### src/design/qrs_pkg.sv
`default_nettype none

package qrs_pkg;

	localparam int COEF_W = 16;
	localparam int ROOT_W = 32;

	// square root: radicand d*2^16 below 2^49, padded to an even width
	localparam int SQ_RAD_W = 50;
	localparam int SQ_STEPS = SQ_RAD_W / 2;
	localparam int SQ_REM_W = SQ_STEPS + 2;

	// divider: dividend magnitude below 2^34, divisor magnitude up to 2^16
	localparam int DV_NUM_W = 34;
	localparam int DV_DEN_W = 17;
	localparam int DV_STEPS = DV_NUM_W;

	typedef enum logic [1:0] {
		ST_TWO   = 2'd0,
		ST_ONE   = 2'd1,
		ST_NONE  = 2'd2,
		ST_AZERO = 2'd3
	} status_t;

	typedef struct packed {
		logic                     opcode;
		logic signed [COEF_W-1:0] coef_a;
		logic signed [COEF_W-1:0] coef_b;
		logic signed [COEF_W-1:0] coef_c;
	} operands_t;

	typedef struct packed {
		logic signed [ROOT_W-1:0] first_root;
		logic signed [ROOT_W-1:0] second_root;
		status_t                  status;
		logic                     saturated;
	} result_t;

	typedef struct packed {
		logic [SQ_REM_W-1:0] rem;
		logic [SQ_STEPS-1:0] root;
		logic [SQ_RAD_W-1:0] rad;
	} sq_word_t;

	typedef struct packed {
		logic [DV_DEN_W-1:0] rem;
		logic [DV_NUM_W-1:0] nq;
		logic [DV_DEN_W-1:0] den;
	} dv_word_t;

	typedef struct packed {
		logic [ROOT_W-1:0] val;
		logic              sat;
	} clamp_t;

	// apply the sign to a quotient magnitude and clamp to the root range
	function automatic clamp_t clamp_root(input logic neg, input logic [DV_NUM_W-1:0] mag);
		clamp_t r;
		logic [DV_NUM_W-1:0] lim;
		lim = DV_NUM_W'(1) << (ROOT_W - 1);
		if (neg) begin
			if (mag > lim) begin
				r.val = {1'b1, {(ROOT_W-1){1'b0}}};
				r.sat = 1'b1;
			end else begin
				r.val = ROOT_W'(~mag + DV_NUM_W'(1));
				r.sat = 1'b0;
			end
		end else begin
			if (mag > lim - DV_NUM_W'(1)) begin
				r.val = {1'b0, {(ROOT_W-1){1'b1}}};
				r.sat = 1'b1;
			end else begin
				r.val = ROOT_W'(mag);
				r.sat = 1'b0;
			end
		end
		return r;
	endfunction

endpackage

`default_nettype wire

### src/design/qrs_sqrt_cell.sv
`default_nettype none

// one restoring square-root step: two radicand bits in, one root bit out
module qrs_sqrt_cell (
	input  wire               clk,
	input  qrs_pkg::sq_word_t word_i,
	output qrs_pkg::sq_word_t word_o
);
	import qrs_pkg::*;

	logic [SQ_REM_W+1:0] trial_rem;
	logic [SQ_REM_W+1:0] trial_sub;
	logic                fits;

	always_comb begin
		trial_rem = {word_i.rem, word_i.rad[SQ_RAD_W-1 -: 2]};
		trial_sub = (SQ_REM_W+2)'({word_i.root, 2'b01});
		fits      = trial_rem >= trial_sub;
	end

	always_ff @(posedge clk) begin
		word_o.rem  <= fits ? SQ_REM_W'(trial_rem - trial_sub) : SQ_REM_W'(trial_rem);
		word_o.root <= {word_i.root[SQ_STEPS-2:0], fits};
		word_o.rad  <= word_i.rad << 2;
	end

endmodule

`default_nettype wire

### config.mk
export PLATFORM = sky130hd
export DESIGN_NAME = qrs_sqrt_cell
export DESIGN_NICKNAME = d
export VERILOG_FILES = /design/src/design/qrs_pkg.sv /design/src/design/qrs_sqrt_cell.sv
export SDC_FILE = /design/constraint.sdc
export NUM_CORES = 1
export LEC_CHECK = 0
export BUFFER_PORTS_ARGS = -buffer_cell sky130_fd_sc_hd__buf_2
export CORE_ASPECT_RATIO = 1.75
export CORE_MARGIN = 4
export CORE_UTILIZATION = 49
export CTS_CLUSTER_SIZE = 20
export DETAILED_ROUTE_END_ITERATION = 7
export PLACE_DENSITY = 0.9
export SLEW_MARGIN = 0
export SYNTH_ARGS = -nofsm -noshare
export SYNTH_HDL_FRONTEND = slang
export SYNTH_SLANG_ARGS = --single-unit
### constraint.sdc
create_clock -name clk -period 8.54 [get_ports clk]
set_input_delay 1.708 -clock clk [delete_from_list [all_inputs] [get_ports clk]]
set_output_delay 1.708 -clock clk [all_outputs]
set_load 0.005 [all_outputs]
=== Word-level counts from Yosys, hierarchy flattened ===
Cells that the tools add are included.
W data, S select, Z words.

* Output and inout bits: 102
* Logic and storage cells: 6
* Bits of input ports: 103
* Register bits: 100

* Muxes and demuxes: 1
* Order comparisons: 1
* Add/subtract/negate cells: 1

{| class="wikitable"
|+ Operators by type and width
! cell !! number
|-
| $ge A29 B27 Y1 || 1
|-
| $mux W27 || 1
|-
| $sub A27 B27 Y27 || 1
|}

=== Logic depth before layout (Yosys ltp) ===
* Depth after elaboration: 2
* Depth in mapped cells: 13
* Depth with buffers taken out: 10

=== Worst setup path after synthesis ===
No wires, ideal clock.

* Path kind: input to register
* From: in word_i[51] (netlist name)
* To: reg word_o[84] (netlist name)
* Path buffers: 2
* Data required time: 8419 ps
* Data arrival time: 3995 ps
* Stages: 12
* Path slack: 4424 ps
* Setup time: 121 ps
* Cell sequence: inv_1 ha_1 nor3_1 a211oi_2 a31oi_4 o311ai_4 nor2_4 o211ai_2 a2111o_1 buf_6 buf_12 mux2_4

* Cells in the longest elaborated chain, start to end: 2
* Elaborated cells between the ends (all ways): 3
* Classes of those cells: add/sub (1); order compare (1); mux (1)

{| class="wikitable"
|+ RTL lines
! item !! RTL line !! RTL
|-
| start, declared || qrs_sqrt_cell.sv:6 || <nowiki>input qrs_pkg::sq_word_t word_i,</nowiki>
|-
| $sub A27 B27 Y27 or $ge A29 B27 Y1 (tied branches) || qrs_sqrt_cell.sv:22, qrs_sqrt_cell.sv:18 ||
|-
| $mux W27 (*) || qrs_sqrt_cell.sv:22 || <nowiki>word_o.rem <= fits ? SQ_REM_W'(trial_rem - trial_sub) : SQ_REM_W'(trial_rem);</nowiki>
|-
| end, declared || qrs_sqrt_cell.sv:7 || <nowiki>output qrs_pkg::sq_word_t word_o</nowiki>
|}

Every way passes the cells marked *; elsewhere a longest branch is shown, timed or not.

=== Worst setup path in the final report ===
* From: in word_i[51] (netlist name)
* To: reg word_o[101] (netlist name)

The elaborated chain is that of the path after synthesis.

==> impl_metrics.toml <==
[setup_path]
startpoint = "word_i[51]"
path_class = "in2reg"
cp-start-kind = "input pin"
path_max_fanout = 16
required_ps = 8770
arrival_ps = 4970
cp-end-kind = "register"

[pwr]
p_leak_nw = 2.787
ir_worst_vdd_uv = 116.7
finalPower_mw = 1.177
power_density_mw_per_mm2 = 219.1

[final_layout]
syn_to_final_growth_pct = 32.77
finish.utilization = 0.6704
largest_reg_flops = 100
diodes = 0
layout-drive-gt1-share = 0.4391
fin_cells = 673
fillers = 643
layout.nets = 708
biggestRegsByFlops = "word_o (100)"
top_register = "word_o"

[clock_tree]
cts_root_buf = "clkbuf_16"
cts_tree = "done"
ctsResizeCount = 0
holdBufCountCts = 0
cts_buffers = 9
post-cts-setup-buffers = 0
numClockSinks = 100
clockBufferDepth = 2
htree_num_levels = 3
path_clk_slew_ps = 70

[sta]
tightest_slew_ps = 781.8
finalSetupViolations = 0
period_needed_ps = 4743
hold_viol = 0
rsz0062_at_grt = "false"
final.setup.tns_ps = 0
fmax_ghz = 0.2108
maxSlewViolCount = 0
finalCritPeriodShare = 0.5554
fin_ws_ps = 3797
slew_headroom = 0.4788

[placed_design]
dpl.hpwl_um = 9211
routabilityCongestion = 0.9083
place_inst = 657
port_buffers = 202
dpl_worst_slack_ps = 3442

[logic_synthesis]
postSynthCellCount = 375
netlist_area_mm2 = 0.004048
synth_cell_types = 54
yosysTopAreaCell = "dfxtp_1"
ys_seq_area_frac = 0.4946
ys_ff_latch = 100
yosysWarnings = 0
synth_edf_count = 0
synthTopCellsByArea = "dfxtp_1 49%, ha_1 8.3%, mux2_4 6.3%, inv_1 3.2%, a21oi_1 3.1%"
avgSynthCellArea_um2 = 10.79
synth_top_area_share = 0.4946
async_flop_share = 0
synth_flop_cell = "dfxtp_1"

[route]
routed_wl_um = 11310
drtAntennaViolNets = 0
first_iter_violations = 115
wl_per_cell_um = 16.80
vias_per_cell = 5.171
drc = 0
vias = 3480
drt-pass1-iter-count = 4

[floorplan]
die-area_mm2 = 0.009836
core_area_mm2 = 0.008016
start_util = 0.5049
die_w_um = 76.71
io_pins = 205
rows = 43
dieHeight_um = 128.2

[global_route]
grt-ovfl-total = 0
grt_max_degree = 18
grt_pass1_wl_um = 17490
antenna_found_initial = 0
track_usage = 0.2295
grt_pass1_vias = 3572

[hold_path]
hold_path_end = "word_o[48]"
whs_path_depth = 1
holdCritStartpoint = "word_i[46]"
hold_class = "in2reg"

[job]
maxCapViolations = 0

[outcome]
status = "complete, no violations"
[layer usage]
layer  share of wire  global-route usage  vias to the layer above
li1                -                   -                     1696
met1            0.33              0.2191                     1562
met2            0.53              0.4322                      193
met3           0.097             0.07595                       29
met4           0.034              0.1131                        0
met5               0                   0                        -
[report_power, final]
group	internal [mW]	switching [mW]	total, mW
Clock	0.230	0.171	0.400
Sequential	0.513	0.0129	0.526
Combinational	0.128	0.123	0.251
[per-stage QoR]
stage	hold WS (ps)	cell area (µm²)
3_5_place_dp	1812	5075
2_1_floorplan	1736	4051
5_1_grt	1452	5374
4_1_cts	1456	5374
6_report	1469	5374
3_3_place_gp	1810	5075
[synthesized netlist by cell type, types with 4 or more instances]
cell type / count
nand3_1: 7
inv_1: 34
mux2_2: 8
buf_2: 5
a21o_1: 5
xnor2_1: 11
xor2_1: 11
o21ai_0: 17
nand2_1: 20
nor2_1: 14
nand4_1: 6
a211oi_1: 6
nor3_1: 7
a31oi_1: 4
ha_1: 27
a21oi_1: 25
mux2_4: 17
dfxtp_1: 100
[cell usage in the layout (no fill, tap or decap), types with 8 or more instances in the layout]
| cell | count |
|---|---|
| mux2_2 | 8 |
| clkbuf_16 | 9 |
| nand2_1 | 20 |
| dfxtp_1 | 100 |
| o21ai_0 | 17 |
| mux2_4 | 17 |
| a21oi_1 | 25 |
| inv_1 | 34 |
| xnor2_1 | 11 |
| nor2_1 | 14 |
| buf_2 | 202 |
| ha_1 | 27 |
| xor2_1 | 11 |
[worst max path at each step]
stage / to / slack [ps] / depth (start not counted)
2_1_floorplan: word_o[84] / 4420 / 12
3_3_place_gp: word_o[101] / 3530 / 12
3_5_place_dp: word_o[101] / 3440 / 12
4_1_cts: word_o[101] / 3790 / 12
5_1_grt: word_o[101] / 3600 / 12
6_report: word_o[101] / 3800 / 12
[cells by family (layout without fill, tap and decap cells)]
kind of cell             count (synthesis)  after routing  share of synthesized area
AO/OA/AOI/OAI                           81             81                     0.1369
XOR/XNOR                                22             22                    0.04760
adder cells (fa/ha/maj)                 27             27                    0.08346
buffers and inverters                   46            253                    0.05811
flip-flops                             100            100                     0.4946
multiplexers                            27             27                    0.09026
other                                    1              2                  0.0009265
AND/OR/NAND/NOR                         71             71                    0.08810
[final cells by class]
cell class	count	area, µm²	share of cell area
well taps	90	112.6	0.02095
inverters	34	127.6	0.02375
clock buffers	10	229.0	0.04261
multi-input cells	230	1814	0.3376
clock inverters	6	70.07	0.01304
flip-flops and latches	100	2002	0.3725
repair buffers	203	1018	0.1895
[critical path, cell delays in order]
cell      delay (ps)
buf_2             90
inv_1             40
ha_1             380
nor3_1            90
a211oi_2         410
a31oi_4          180
o311ai_4         400
nor2_4            70
o211ai_2         160
a2111o_1         670
buf_4            390
mux2_2           370
(Power assumes the default switching activity.)
