==> config.mk <==
export PLATFORM = sky130hd
export DESIGN_NAME = qrs_div_cell
export DESIGN_NICKNAME = d
export VERILOG_FILES = /design/src/design/qrs_pkg.sv /design/src/design/qrs_div_cell.sv
export SDC_FILE = /design/constraint.sdc
export NUM_CORES = 1
export LEC_CHECK = 0
export BUFFER_PORTS_ARGS = -buffer_cell sky130_fd_sc_hd__buf_2
export CAP_MARGIN = 20
export CORE_UTILIZATION = 45
export CTS_BUF_LIST = sky130_fd_sc_hd__clkbuf_8
export CTS_CLUSTER_SIZE = 8
export DETAILED_ROUTE_END_ITERATION = 10
export PLACE_DENSITY = 0.9
export SLEW_MARGIN = 20
export SYNTH_ARGS = -nofsm -noshare
export SYNTH_HDL_FRONTEND = slang
export SYNTH_SLANG_ARGS = --single-unit
==> constraint.sdc <==
create_clock -name clk -period 3.7 [get_ports clk]
set_clock_uncertainty 0.15 [all_clocks]
set_input_delay 0.185 -clock clk [delete_from_list [all_inputs] [get_ports clk]]
set_output_delay 0.185 -clock clk [all_outputs]
set_load 0.01 [all_outputs]
==> src/design/qrs_pkg.sv <==
`default_nettype none

package qrs_pkg;

	localparam int COEF_W = 16;
	localparam int ROOT_W = 32;

	// square root: radicand d*2^16 below 2^49, padded to an even width
	localparam int SQ_RAD_W = 50;
	localparam int SQ_STEPS = SQ_RAD_W / 2;
	localparam int SQ_REM_W = SQ_STEPS + 2;

	// divider: dividend magnitude below 2^34, divisor magnitude up to 2^16
	localparam int DV_NUM_W = 34;
	localparam int DV_DEN_W = 17;
	localparam int DV_STEPS = DV_NUM_W;

	typedef enum logic [1:0] {
		ST_TWO   = 2'd0,
		ST_ONE   = 2'd1,
		ST_NONE  = 2'd2,
		ST_AZERO = 2'd3
	} status_t;

	typedef struct packed {
		logic                     opcode;
		logic signed [COEF_W-1:0] coef_a;
		logic signed [COEF_W-1:0] coef_b;
		logic signed [COEF_W-1:0] coef_c;
	} operands_t;

	typedef struct packed {
		logic signed [ROOT_W-1:0] first_root;
		logic signed [ROOT_W-1:0] second_root;
		status_t                  status;
		logic                     saturated;
	} result_t;

	typedef struct packed {
		logic [SQ_REM_W-1:0] rem;
		logic [SQ_STEPS-1:0] root;
		logic [SQ_RAD_W-1:0] rad;
	} sq_word_t;

	typedef struct packed {
		logic [DV_DEN_W-1:0] rem;
		logic [DV_NUM_W-1:0] nq;
		logic [DV_DEN_W-1:0] den;
	} dv_word_t;

	typedef struct packed {
		logic [ROOT_W-1:0] val;
		logic              sat;
	} clamp_t;

	// apply the sign to a quotient magnitude and clamp to the root range
	function automatic clamp_t clamp_root(input logic neg, input logic [DV_NUM_W-1:0] mag);
		clamp_t r;
		logic [DV_NUM_W-1:0] lim;
		lim = DV_NUM_W'(1) << (ROOT_W - 1);
		if (neg) begin
			if (mag > lim) begin
				r.val = {1'b1, {(ROOT_W-1){1'b0}}};
				r.sat = 1'b1;
			end else begin
				r.val = ROOT_W'(~mag + DV_NUM_W'(1));
				r.sat = 1'b0;
			end
		end else begin
			if (mag > lim - DV_NUM_W'(1)) begin
				r.val = {1'b0, {(ROOT_W-1){1'b1}}};
				r.sat = 1'b1;
			end else begin
				r.val = ROOT_W'(mag);
				r.sat = 1'b0;
			end
		end
		return r;
	endfunction

endpackage

`default_nettype wire

==> src/design/qrs_div_cell.sv <==
`default_nettype none

// one restoring division step: shift in a dividend bit, shift out a quotient bit
module qrs_div_cell (
	input  wire               clk,
	input  qrs_pkg::dv_word_t word_i,
	output qrs_pkg::dv_word_t word_o
);
	import qrs_pkg::*;

	logic [DV_DEN_W:0] trial_rem;
	logic              fits;

	always_comb begin
		trial_rem = {word_i.rem, word_i.nq[DV_NUM_W-1]};
		fits      = trial_rem >= {1'b0, word_i.den};
	end

	always_ff @(posedge clk) begin
		word_o.rem <= fits ? DV_DEN_W'(trial_rem - {1'b0, word_i.den}) : DV_DEN_W'(trial_rem);
		word_o.nq  <= {word_i.nq[DV_NUM_W-2:0], fits};
		word_o.den <= word_i.den;
	end

endmodule

`default_nettype wire

Word level (Yosys, flattened, before mapping) --
Index checks and enable logic that the tools add are counted.
Word-level totals: register bits after elaboration 68, input port bits 69, output and inout port bits 68, word-level logic and storage cells 6
Operators by class: add/sub/neg operators 1, magnitude comparators 1, mux-type cells 1
Operators with widths (count):
- 18-bit by 17-bit greater-or-equal comparator with 1-bit output | 1
- 17-bit two-way mux | 1
- 17-bit subtractor | 1

Logic depth before layout (Yosys ltp) --
Gate-level depths: netlist (run 1).
depth in word-level cells 2, mapped depth 12, depth with buffers taken out 11

Worst setup path after synthesis (run 1) --
OpenSTA, ideal clock, no wires.
kind input -> register, from input word_i[50] in the netlist's numbering, to register word_o[54] in the netlist's numbering, library setup time 121 ps, data arrival time 2025 ps, required time 3429 ps, path slack 1404 ps, stages 12, buffers on the path 1, cell sequence inv_1 ha_1 inv_1 fa_1 a21oi_1 or3_4 a21oi_4 o21bai_4 and2_4 buf_12 inv_12 mux2_4
Between the ends: word-level cells in the longest chain between the ends 2, elaborated cells on any way between the ends 3, classes of those cells 1 x add/sub; 1 x order compare; 1 x mux
Ends and longest elaborated chain:
- from (decl) | line qrs_div_cell.sv:6 | input qrs_pkg::dv_word_t word_i,
- 18-bit by 17-bit greater-or-equal comparator with 1-bit output | line qrs_div_cell.sv:16 | fits = trial_rem >= {1'b0, word_i.den};
- named net fits | line qrs_div_cell.sv:12 | logic fits;
- 17-bit two-way mux | line qrs_div_cell.sv:20 | word_o.rem <= fits ? DV_DEN_W'(trial_rem - {1'b0, word_i.den}) : DV_DEN_W'(trial_rem);
- to (decl) | line qrs_div_cell.sv:7 | output qrs_pkg::dv_word_t word_o
The timed path passes the listed nets, and every way through them passes these cells.

Final worst setup path (run 1) --
from input word_i[50] in the netlist's numbering, to register word_o[61] in the netlist's numbering
Same word-level chain as after synthesis.

==> results of run 1 <==
## logic make-up (layout without fill, tap and decap cells)
| group | Yosys count | in the layout | synth area share |
|---|---|---|---|
| mux | 11 | 11 | 0.06296 |
| flops | 68 | 68 | 0.5352 |
| xor+xnor | 11 | 11 | 0.03788 |
| fa+ha+maj | 18 | 18 | 0.09149 |
| compound gates | 47 | 47 | 0.1387 |
| other cells | 0 | 1 | 0 |
| buf+inv | 24 | 242 | 0.04673 |
| simple gates | 41 | 41 | 0.08707 |
## cells in the mapped netlist (2+ instances only)
cell	instances	area share
dfxtp_1	68	0.54
nand2_1	9	0.013
a21o_1	3	0.0089
nand3_1	7	0.014
a21oi_1	13	0.026
o2bb2ai_1	2	0.0069
nand2b_1	3	0.0074
o21a_1	2	0.0059
nor2_1	6	0.0089
o31ai_2	3	0.015
xnor2_1	8	0.028
ha_1	17	0.084
mux2_4	10	0.059
and2_1	3	0.0074
nor3_1	4	0.0079
o21bai_1	2	0.0059
inv_1	22	0.032
o21ai_0	7	0.014
xor2_1	3	0.010
a21boi_0	3	0.0089
## timing repair
item                                   CTS  global route
gates resized for setup                  0             0
endpoints found under the hold margin   67             0
hold buffers                            67             0
## layer usage
metal,track usage,share of wire,vias up
met5,0,0,-
met4,0.2283,0.057,0
met3,0.1000,0.081,64
met2,0.5876,0.50,203
met1,0.3507,0.37,1281
li1,-,-,1190
## worst min-delay path, delay by kind of cell
family	cells	cell delay, ns
compound gates	3	0.39
buf+inv	1	0.09
## where the power goes
part	switching, mW	internal (mW)	total (mW)
Sequential	0.0222	0.800	0.822
Combinational	0.234	0.223	0.457
Clock	0.310	0.447	0.757
Total	0.566	1.47	2.04
## worst max path at each step
stage / endpoint / cells after the start
2_1_floorplan: word_o[54] / 12
3_3_place_gp: word_o[56] / 12
3_5_place_dp: word_o[60] / 12
4_1_cts: word_o[58] / 13
5_1_grt: word_o[59] / 13
6_report: word_o[61] / 13
## layout make-up
class | instances | area share
Clock inverter | 7 | 0.02765
Antenna cell | 1 | 0.0005947
Tap cell | 72 | 0.02141
Clock buffer | 9 | 0.02944
Sequential cell | 68 | 0.3235
Multi-Input combinational cell | 128 | 0.2528
Inverter | 23 | 0.02349
Timing Repair Buffer | 203 | 0.3211
## metrics by stage
step | hold WS, ns | cell area (sq um)
after detailed placement | 0.1391 | 3294
after global placement | 0.1372 | 3294
after global routing | 0.2186 | 4205
after CTS | 0.1841 | 4205
final | 0.1970 | 4208
after floorplan | 0.06272 | 2544
==> results.sh, run 1 <==
export IMPL_startpoint="word_i[50]"
export IMPL_multi_input_area_sq_um=1064
export IMPL_die_height_um=77.19
export IMPL_post_place_ws_ns=1.078
export IMPL_clk_pin_slew_ns=0.07
export IMPL_nets=520
export IMPL_synth_seq_cells=68
export IMPL_critical_path_class="in -> reg"
export IMPL_post_cts_buffers=0
export IMPL_power_density_nw_per_um2=483.8
export IMPL_wirelength_mm=10.02
export IMPL_clock_fmax_mhz=346.6
export IMPL_fill_cells=314
export IMPL_vias=2738
export IMPL_worstSetupEndpointType="register"
export IMPL_hp_start="word_i[67]"
export IMPL_fp_row_count=27
export IMPL_critPathRequiredTime_ns=3.79
export IMPL_antenna_found_initial=0
export IMPL_numCtsBuffers=9
export IMPL_grt_usage=0.3390
export IMPL_io_buffers=136
export IMPL_layout_commonest_cell="buf_2"
export IMPL_synth_distinct_cells=45
export IMPL_seqCellArea_sq_um=1361
export IMPL_grt_pass1_wl_mm=15.04
export IMPL_synth_edf_count=0
export IMPL_maxSlewHeadroom=0.6493
export IMPL_grt_ovfl_total=0
export IMPL_dp_cells=427
export IMPL_viasPerCell=5.358
export IMPL_chipWidth_um=77.19
export IMPL_hold_viol=0
export IMPL_top_register="word_o"
export IMPL_yosys_warnings=0
export IMPL_grt_pass1_vias=2849
export IMPL_ys_seq_area_frac=0.5352
export IMPL_slowest_stage="dlygate4sd3_1"
export IMPL_cp_start_kind="input port"
export IMPL_fin_setup_tns_ns=0
export IMPL_htreeDepth=3
export IMPL_cts_root_buf="clkbuf_8"
export IMPL_hold_depth=4
export IMPL_drive_above_1_share=0.3950
export IMPL_largestRegisters="word_o (68)"
export IMPL_dp_hpwl_mm=5.154
export IMPL_synth_area_sq_um=2544
export IMPL_utilization=0.7689
export IMPL_layout_min_cycle_time_ns=2.885
export IMPL_syn_inst=220
export IMPL_maxSlewViolCount=0
export IMPL_rsz0062_at_grt="no"
export IMPL_start_util=0.4648
export IMPL_largest_register_ffs=68
export IMPL_min_delay_worst_endpoint="word_o[65]"
export IMPL_cp_num_buf_inv=5
export IMPL_setup_violations=0
export IMPL_final_cells=511
export IMPL_drc=0
export IMPL_cp_max_fo=10
export IMPL_ir_worst_vdd_v=0.0002649
export IMPL_synth_async_reset_ratio=0
export IMPL_status="finished clean"
export IMPL_critical_path_top_delay_family="buffers and inverters"
export IMPL_arrival_ns=2.97
export IMPL_fin_crit_sh=0.7797
export IMPL_p_leak_nw=2.090
export IMPL_worstMarginPinSlew_ns=0.5216
export IMPL_gp_congestion=0.8111
export IMPL_wl_per_cell_um=19.61
export IMPL_syn_avg_cell_area_sq_um=11.56
export IMPL_syn_to_final_growth_pct=65.42
export IMPL_hold_class="in -> reg"
export IMPL_cts_tree="built"
export IMPL_critPathMostFrequentCell="inv_1"
export IMPL_core_area_sq_um=5473
export IMPL_syn_nets=307
export IMPL_drt_pass1_iter_count=8
export IMPL_num_io_pins=137
export IMPL_drtAntennaViolNets=0
export IMPL_crit_chain="dlygate4sd3_1 -> buf_2 -> inv_1 -> ha_1 -> inv_1 -> fa_1 -> a21oi_1 -> or3_4 -> a21oi_4 -> o21bai_4 -> and2_4 -> inv_12 -> mux2_4"
export IMPL_drt_iter0_drc=173
export IMPL_clk_path_buf_depth=2
export IMPL_critical_path_max_stage_delay_ns=0.53
export IMPL_layout_common_cells="buf_2, dfxtp_1, dlygate4sd3_1"
export IMPL_power_mw=2.036
export IMPL_maxCapViolations=0
export IMPL_grt_max_degree=13
export IMPL_cts_sinks=68
export IMPL_yosys_most_used_dff="dfxtp_1"
export IMPL_dieArea_sq_um=5958
export IMPL_worst_slack_ns=0.8152
Power figures use the tool's default switching activity.
==> run 2: changes to the inputs <==
CORE_UTILIZATION = 41   (was 45)
PLACE_DENSITY = 0.87   (was 0.9)
clock period = 2.4 ns   (was 3.7 ns; I/O delays follow)
==> results.sh, run 2 (synthesized netlist as in run 1, its figures left out) <==
export IMPL_status="finished clean"
export IMPL_grt_max_degree=13
export IMPL_wl_per_cell_um=14.05
export IMPL_antenna_cells=0
export IMPL_worstSetupEndpointType="register"
export IMPL_critPathRequiredTime_ns=2.47
export IMPL_power_density_nw_per_um2=674.1
export IMPL_fin_crit_sh=0.9770
export IMPL_ir_worst_vdd_v=0.0005071
export IMPL_core_area_sq_um=5956
export IMPL_arrival_ns=2.42
export IMPL_dieArea_sq_um=6523
export IMPL_largestRegisters="word_o (68)"
export IMPL_final_cells=519
export IMPL_htreeDepth=3
export IMPL_num_io_pins=137
export IMPL_cp_max_fo=10
export IMPL_chipWidth_um=80.77
export IMPL_rsz0062_at_grt="yes"
export IMPL_drtAntennaViolNets=0
export IMPL_p_leak_nw=2.095
export IMPL_clock_fmax_mhz=426.5
export IMPL_layout_commonest_cell="buf_2"
export IMPL_clk_path_buf_depth=2
export IMPL_maxSlewViolCount=0
export IMPL_maxSlewHeadroom=0.7474
export IMPL_fill_cells=409
export IMPL_wirelength_mm=7.291
export IMPL_io_buffers=136
export IMPL_nets=526
export IMPL_top_register="word_o"
export IMPL_antenna_found_initial=0
export IMPL_cts_root_buf="clkbuf_8"
export IMPL_gp_congestion=0.8283
export IMPL_syn_to_final_growth_pct=67.83
export IMPL_maxCapViolations=0
export IMPL_finalInstanceArea_sq_um=4269
export IMPL_critical_path_class="in -> reg"
export IMPL_die_height_um=80.77
export IMPL_layout_common_cells="buf_2, dlygate4sd3_1, dfxtp_1"
export IMPL_clk_pin_slew_ns=0.07
export IMPL_hold_viol=0
export IMPL_start_util=0.4271
export IMPL_fp_row_count=28
export IMPL_viasPerCell=4.723
export IMPL_dp_cells=435
export IMPL_setup_violations=0
export IMPL_vias=2451
export IMPL_layout_min_cycle_time_ns=2.345
export IMPL_largest_register_ffs=68
export IMPL_worstMarginPinSlew_ns=0.3757
export IMPL_grt_pass1_wl_mm=11.17
export IMPL_placed_area_sq_um=3336
export IMPL_grt_usage=0.2275
export IMPL_numCtsBuffers=9
export IMPL_cp_start_kind="input port"
export IMPL_cts_sinks=68
export IMPL_grt_ovfl_total=0
export IMPL_drt_pass1_iter_count=4
export IMPL_drc=0
export IMPL_fin_setup_tns_ns=0
export IMPL_dp_hpwl_mm=4.610
export IMPL_hold_class="in -> reg"
export IMPL_drive_above_1_share=0.4279
export IMPL_drt_iter0_drc=49
export IMPL_cts_tree="built"
export IMPL_grt_pass1_vias=2508
## run 2: cell types whose count changed in the layout (fill, tap and decap cells not counted), sizes merged
cell | previous run | this run
buf | 136 | 141
bufinv | 3 | 1
clkbuf | 9 | 10
clkinv | 3 | 2
clkinvlp | 0 | 1
diode | 1 | 0
dlygate4sd3 | 67 | 68
inv | 24 | 25
## run 2: through the flow
stage                 util  power [mW]  hold slack, ns  setup slack [ns]
finish              0.7168       2.878          0.1889           0.05509
global route        0.7168       3.018          0.2074         -0.006495
CTS                 0.7082       2.875          0.1698         0.0002234
detailed placement  0.5601       1.845         0.07359           0.09124
global placement    0.5601       1.834         0.07165            0.1393
floorplan                -       1.628       -0.002283            0.1689
## run 2: repair_timing
item / CTS / global route
resized for setup: 0 / 13
buffers inserted: 0 / 0
setup endpoints to repair: 0 / 15
hold buffers: 68 / 0
endpoints found under the hold margin: 67 / 0
## run 2: area by class of cell
type	count	area [sq um]	area share
flip-flops and latches	68	1361	0.3189
clock inverters	6	63.81	0.01495
inverters	23	98.84	0.02315
clock buffers	10	137.6	0.03224
multi-input cells	128	1115	0.2611
well taps	75	93.84	0.02198
repair buffers	209	1399	0.3277
## run 2: critical path, cell delays in order
cell and delay (ns):
dlygate4sd3_1 0.55, buf_2 0.13, inv_1 0.10, fa_2 0.24, a21oi_2 0.07, or3_4 0.35, a21oi_4 0.18, o21bai_4 0.08
and2_4 0.20, inv_12 0.10, mux2_4 0.30
## run 2: metal layers
| metal | vias to the layer above | routed length, um | global-route usage |
|---|---|---|---|
| li1 | 1200 | - | - |
| met1 | 1135 | 2813 | 0.2357 |
| met2 | 100 | 3792 | 0.4322 |
| met3 | 16 | 513 | 0.05955 |
| met4 | 0 | 172 | 0.09107 |
| met5 | - | 0 | 0 |
## run 2: final timing paths
| path | from | endpoint | slack [ns] | cells after the start |
|---|---|---|---|---|
| setup / recovery | word_i[1] | word_o[54] | 0.06 | 11 |
| hold / removal | word_i[67] | word_o[17] | 0.19 | 5 |
## run 2: report_power, final
part           switching (mW)  leakage [nW]  total (mW)  internal, mW
Clock                   0.432         0.104       0.940         0.508
Combinational           0.317          1.42       0.679         0.362
Sequential             0.0256         0.574        1.26          1.23
Total                   0.774          2.10        2.88          2.10
==> run 3: changes to the inputs <==
--- a/config.mk
+++ b/config.mk
@@ -8,9 +8,9 @@
 export BUFFER_PORTS_ARGS = -buffer_cell sky130_fd_sc_hd__buf_2
 export CAP_MARGIN = 20
-export CORE_UTILIZATION = 41
+export CORE_UTILIZATION = 30
 export CTS_BUF_LIST = sky130_fd_sc_hd__clkbuf_8
 export CTS_CLUSTER_SIZE = 8
 export DETAILED_ROUTE_END_ITERATION = 10
-export PLACE_DENSITY = 0.87
+export PLACE_DENSITY = 0.7
 export SLEW_MARGIN = 20
 export SYNTH_ARGS = -nofsm -noshare
==> constraint.sdc (replaced) <==
create_clock -name clk -period 2.4 [get_ports clk]
set_clock_uncertainty 0.15 [all_clocks]
set_input_delay 0.48 -clock clk [delete_from_list [all_inputs] [get_ports clk]]
set_output_delay 0.48 -clock clk [all_outputs]
set_load 0.01 [all_outputs]
==> results.sh, run 3 (synthesized netlist as in run 1, its figures left out) <==
export IMPL_status="finished clean"
export IMPL_layout_common_cells="buf_2, dfxtp_1, buf_4"
export IMPL_dp_cells=501
export IMPL_chipWidth_um=94.08
export IMPL_fin_setup_tns_ns=0
export IMPL_dp_hpwl_mm=5.164
export IMPL_switching_power_mw=0.7963
export IMPL_fin_hold_ws_ns=0.08181
export IMPL_maxCapViolations=0
export IMPL_io_buffers=136
export IMPL_core_area_sq_um=8217
export IMPL_arrival_ns=2.42
export IMPL_wl_per_cell_um=12.25
export IMPL_hold_viol=0
export IMPL_cp_start_kind="input port"
export IMPL_slowest_stage="or3_4"
export IMPL_clk_pin_slew_ns=0.08
export IMPL_worst_slack_ns=0.06444
export IMPL_cts_root_buf="clkbuf_8"
export IMPL_layout_min_cycle_time_ns=2.336
export IMPL_power_mw=2.782
export IMPL_seqCellArea_sq_um=1361
export IMPL_grt_ovfl_total=0
export IMPL_syn_to_final_growth_pct=51.80
export IMPL_cts_repair_resized=0
export IMPL_top_register="word_o"
export IMPL_cts_hold_buf=0
export IMPL_grt_max_degree=14
export IMPL_antenna_cells=0
export IMPL_dieArea_sq_um=8851
export IMPL_cp_max_fo=10
export IMPL_post_cts_buffers=0
export IMPL_htreeDepth=3
export IMPL_layout_commonest_cell="buf_2"
export IMPL_drive_above_1_share=0.5340
export IMPL_setup_violations=0
export IMPL_fill_cells=792
export IMPL_gp_congestion=0.8385
export IMPL_viasPerCell=4.298
export IMPL_drc=0
export IMPL_p_int_mw=1.985
export IMPL_clock_fmax_mhz=428.2
export IMPL_critPathMostFrequentCell="inv_12"
export IMPL_multi_input_area_sq_um=1082
export IMPL_ir_worst_vdd_v=0.0003212
export IMPL_seqPwrFrac=0.452
export IMPL_critical_path_max_stage_delay_ns=0.39
export IMPL_nets=494
export IMPL_drt_iter0_drc=36
export IMPL_grt_pass1_vias=2226
export IMPL_worstMarginPinSlew_ns=0.4354
export IMPL_vias=2222
export IMPL_maxSlewViolCount=0
export IMPL_critPathRequiredTime_ns=2.48
export IMPL_largest_register_ffs=68
export IMPL_p_leak_nw=1.970
export IMPL_start_util=0.3096
export IMPL_placed_area_sq_um=3675
export IMPL_clk_path_buf_depth=2
export IMPL_largestRegisters="word_o (68)"
export IMPL_numCtsBuffers=9
export IMPL_critical_path_class="in -> reg"
export IMPL_crit_chain="buf_2 -> inv_12 -> ha_4 -> inv_2 -> fa_2 -> a21oi_2 -> or3_4 -> a21oi_4 -> o21bai_4 -> and2_4 -> inv_12 -> mux2_4"
export IMPL_cts_sinks=68
export IMPL_fin_crit_sh=0.9732
export IMPL_die_height_um=94.08
export IMPL_pwr_share_comb=0.232
export IMPL_cts_tree="built"
export IMPL_drt_pass1_iter_count=4
export IMPL_maxSlewHeadroom=0.7078
export IMPL_utilization=0.4699
export IMPL_power_density_nw_per_um2=720.4
export IMPL_post_place_ws_ns=-0.2969
export IMPL_sw_frac_of_total=0.2863
export IMPL_grt_usage=0.1473
export IMPL_wirelength_mm=6.333
export IMPL_drtAntennaViolNets=0
export IMPL_clkPwrFrac=0.316
export IMPL_final_cells=517
export IMPL_grt_pass1_wl_mm=9.853
export IMPL_hold_class="in -> reg"
export IMPL_worstSetupEndpointType="register"
export IMPL_fp_row_count=33
export IMPL_antenna_found_initial=0
export IMPL_finalInstanceArea_sq_um=3861
export IMPL_rsz0062_at_grt="no"
export IMPL_num_io_pins=137
==> run 3: changes by cell type in the layout (fill, tap and decap cells not counted), sizes merged <==
cell / delta
dlygate4sd3: -68
buf: +36
clkinvlp: +2
bufinv: -1
inv: -1
==> run 3: worst max-delay path, delay by kind of cell <==
kind,cells,cell delay [ns]
simple gates,2,0.61
fa+ha+maj,2,0.35
mux,1,0.30
buf+inv,4,0.35
compound gates,3,0.32
==> run 3: layer usage <==
metal / global-route usage / part of all wire / up-vias
met5: 0 / 0 / -
met2: 0.2579 / 0.48 / 94
met3: 0.05502 / 0.081 / 9
li1: - / - / 1131
met1: 0.1610 / 0.42 / 988
met4: 0.05385 / 0.014 / 0
==> run 3: power groups by stage <==
stage	clock network [mW]	logic [mW]	registers, mW
after floorplan	0	0.290	1.34
after global placement	0	0.639	1.28
after detailed placement	0	0.651	1.28
after CTS	0.916	0.654	1.26
after global routing	0.964	0.712	1.27
final	0.878	0.646	1.26
==> run 3: worst paths after layout <==
path | startpoint | endpoint | slack (ns) | depth (start not counted)
min | word_i[23] | word_o[24] | 0.08 | 1
max | word_i[50] | word_o[54] | 0.06 | 12
==> run 3: final cells by class <==
| type | instances | area share |
|---|---|---|
| inverters | 23 | 0.02884 |
| flip-flops and latches | 68 | 0.3526 |
| multi-input cells | 128 | 0.2803 |
| clock buffers | 10 | 0.03564 |
| repair buffers | 177 | 0.2560 |
| well taps | 105 | 0.03402 |
| clock inverters | 6 | 0.01264 |
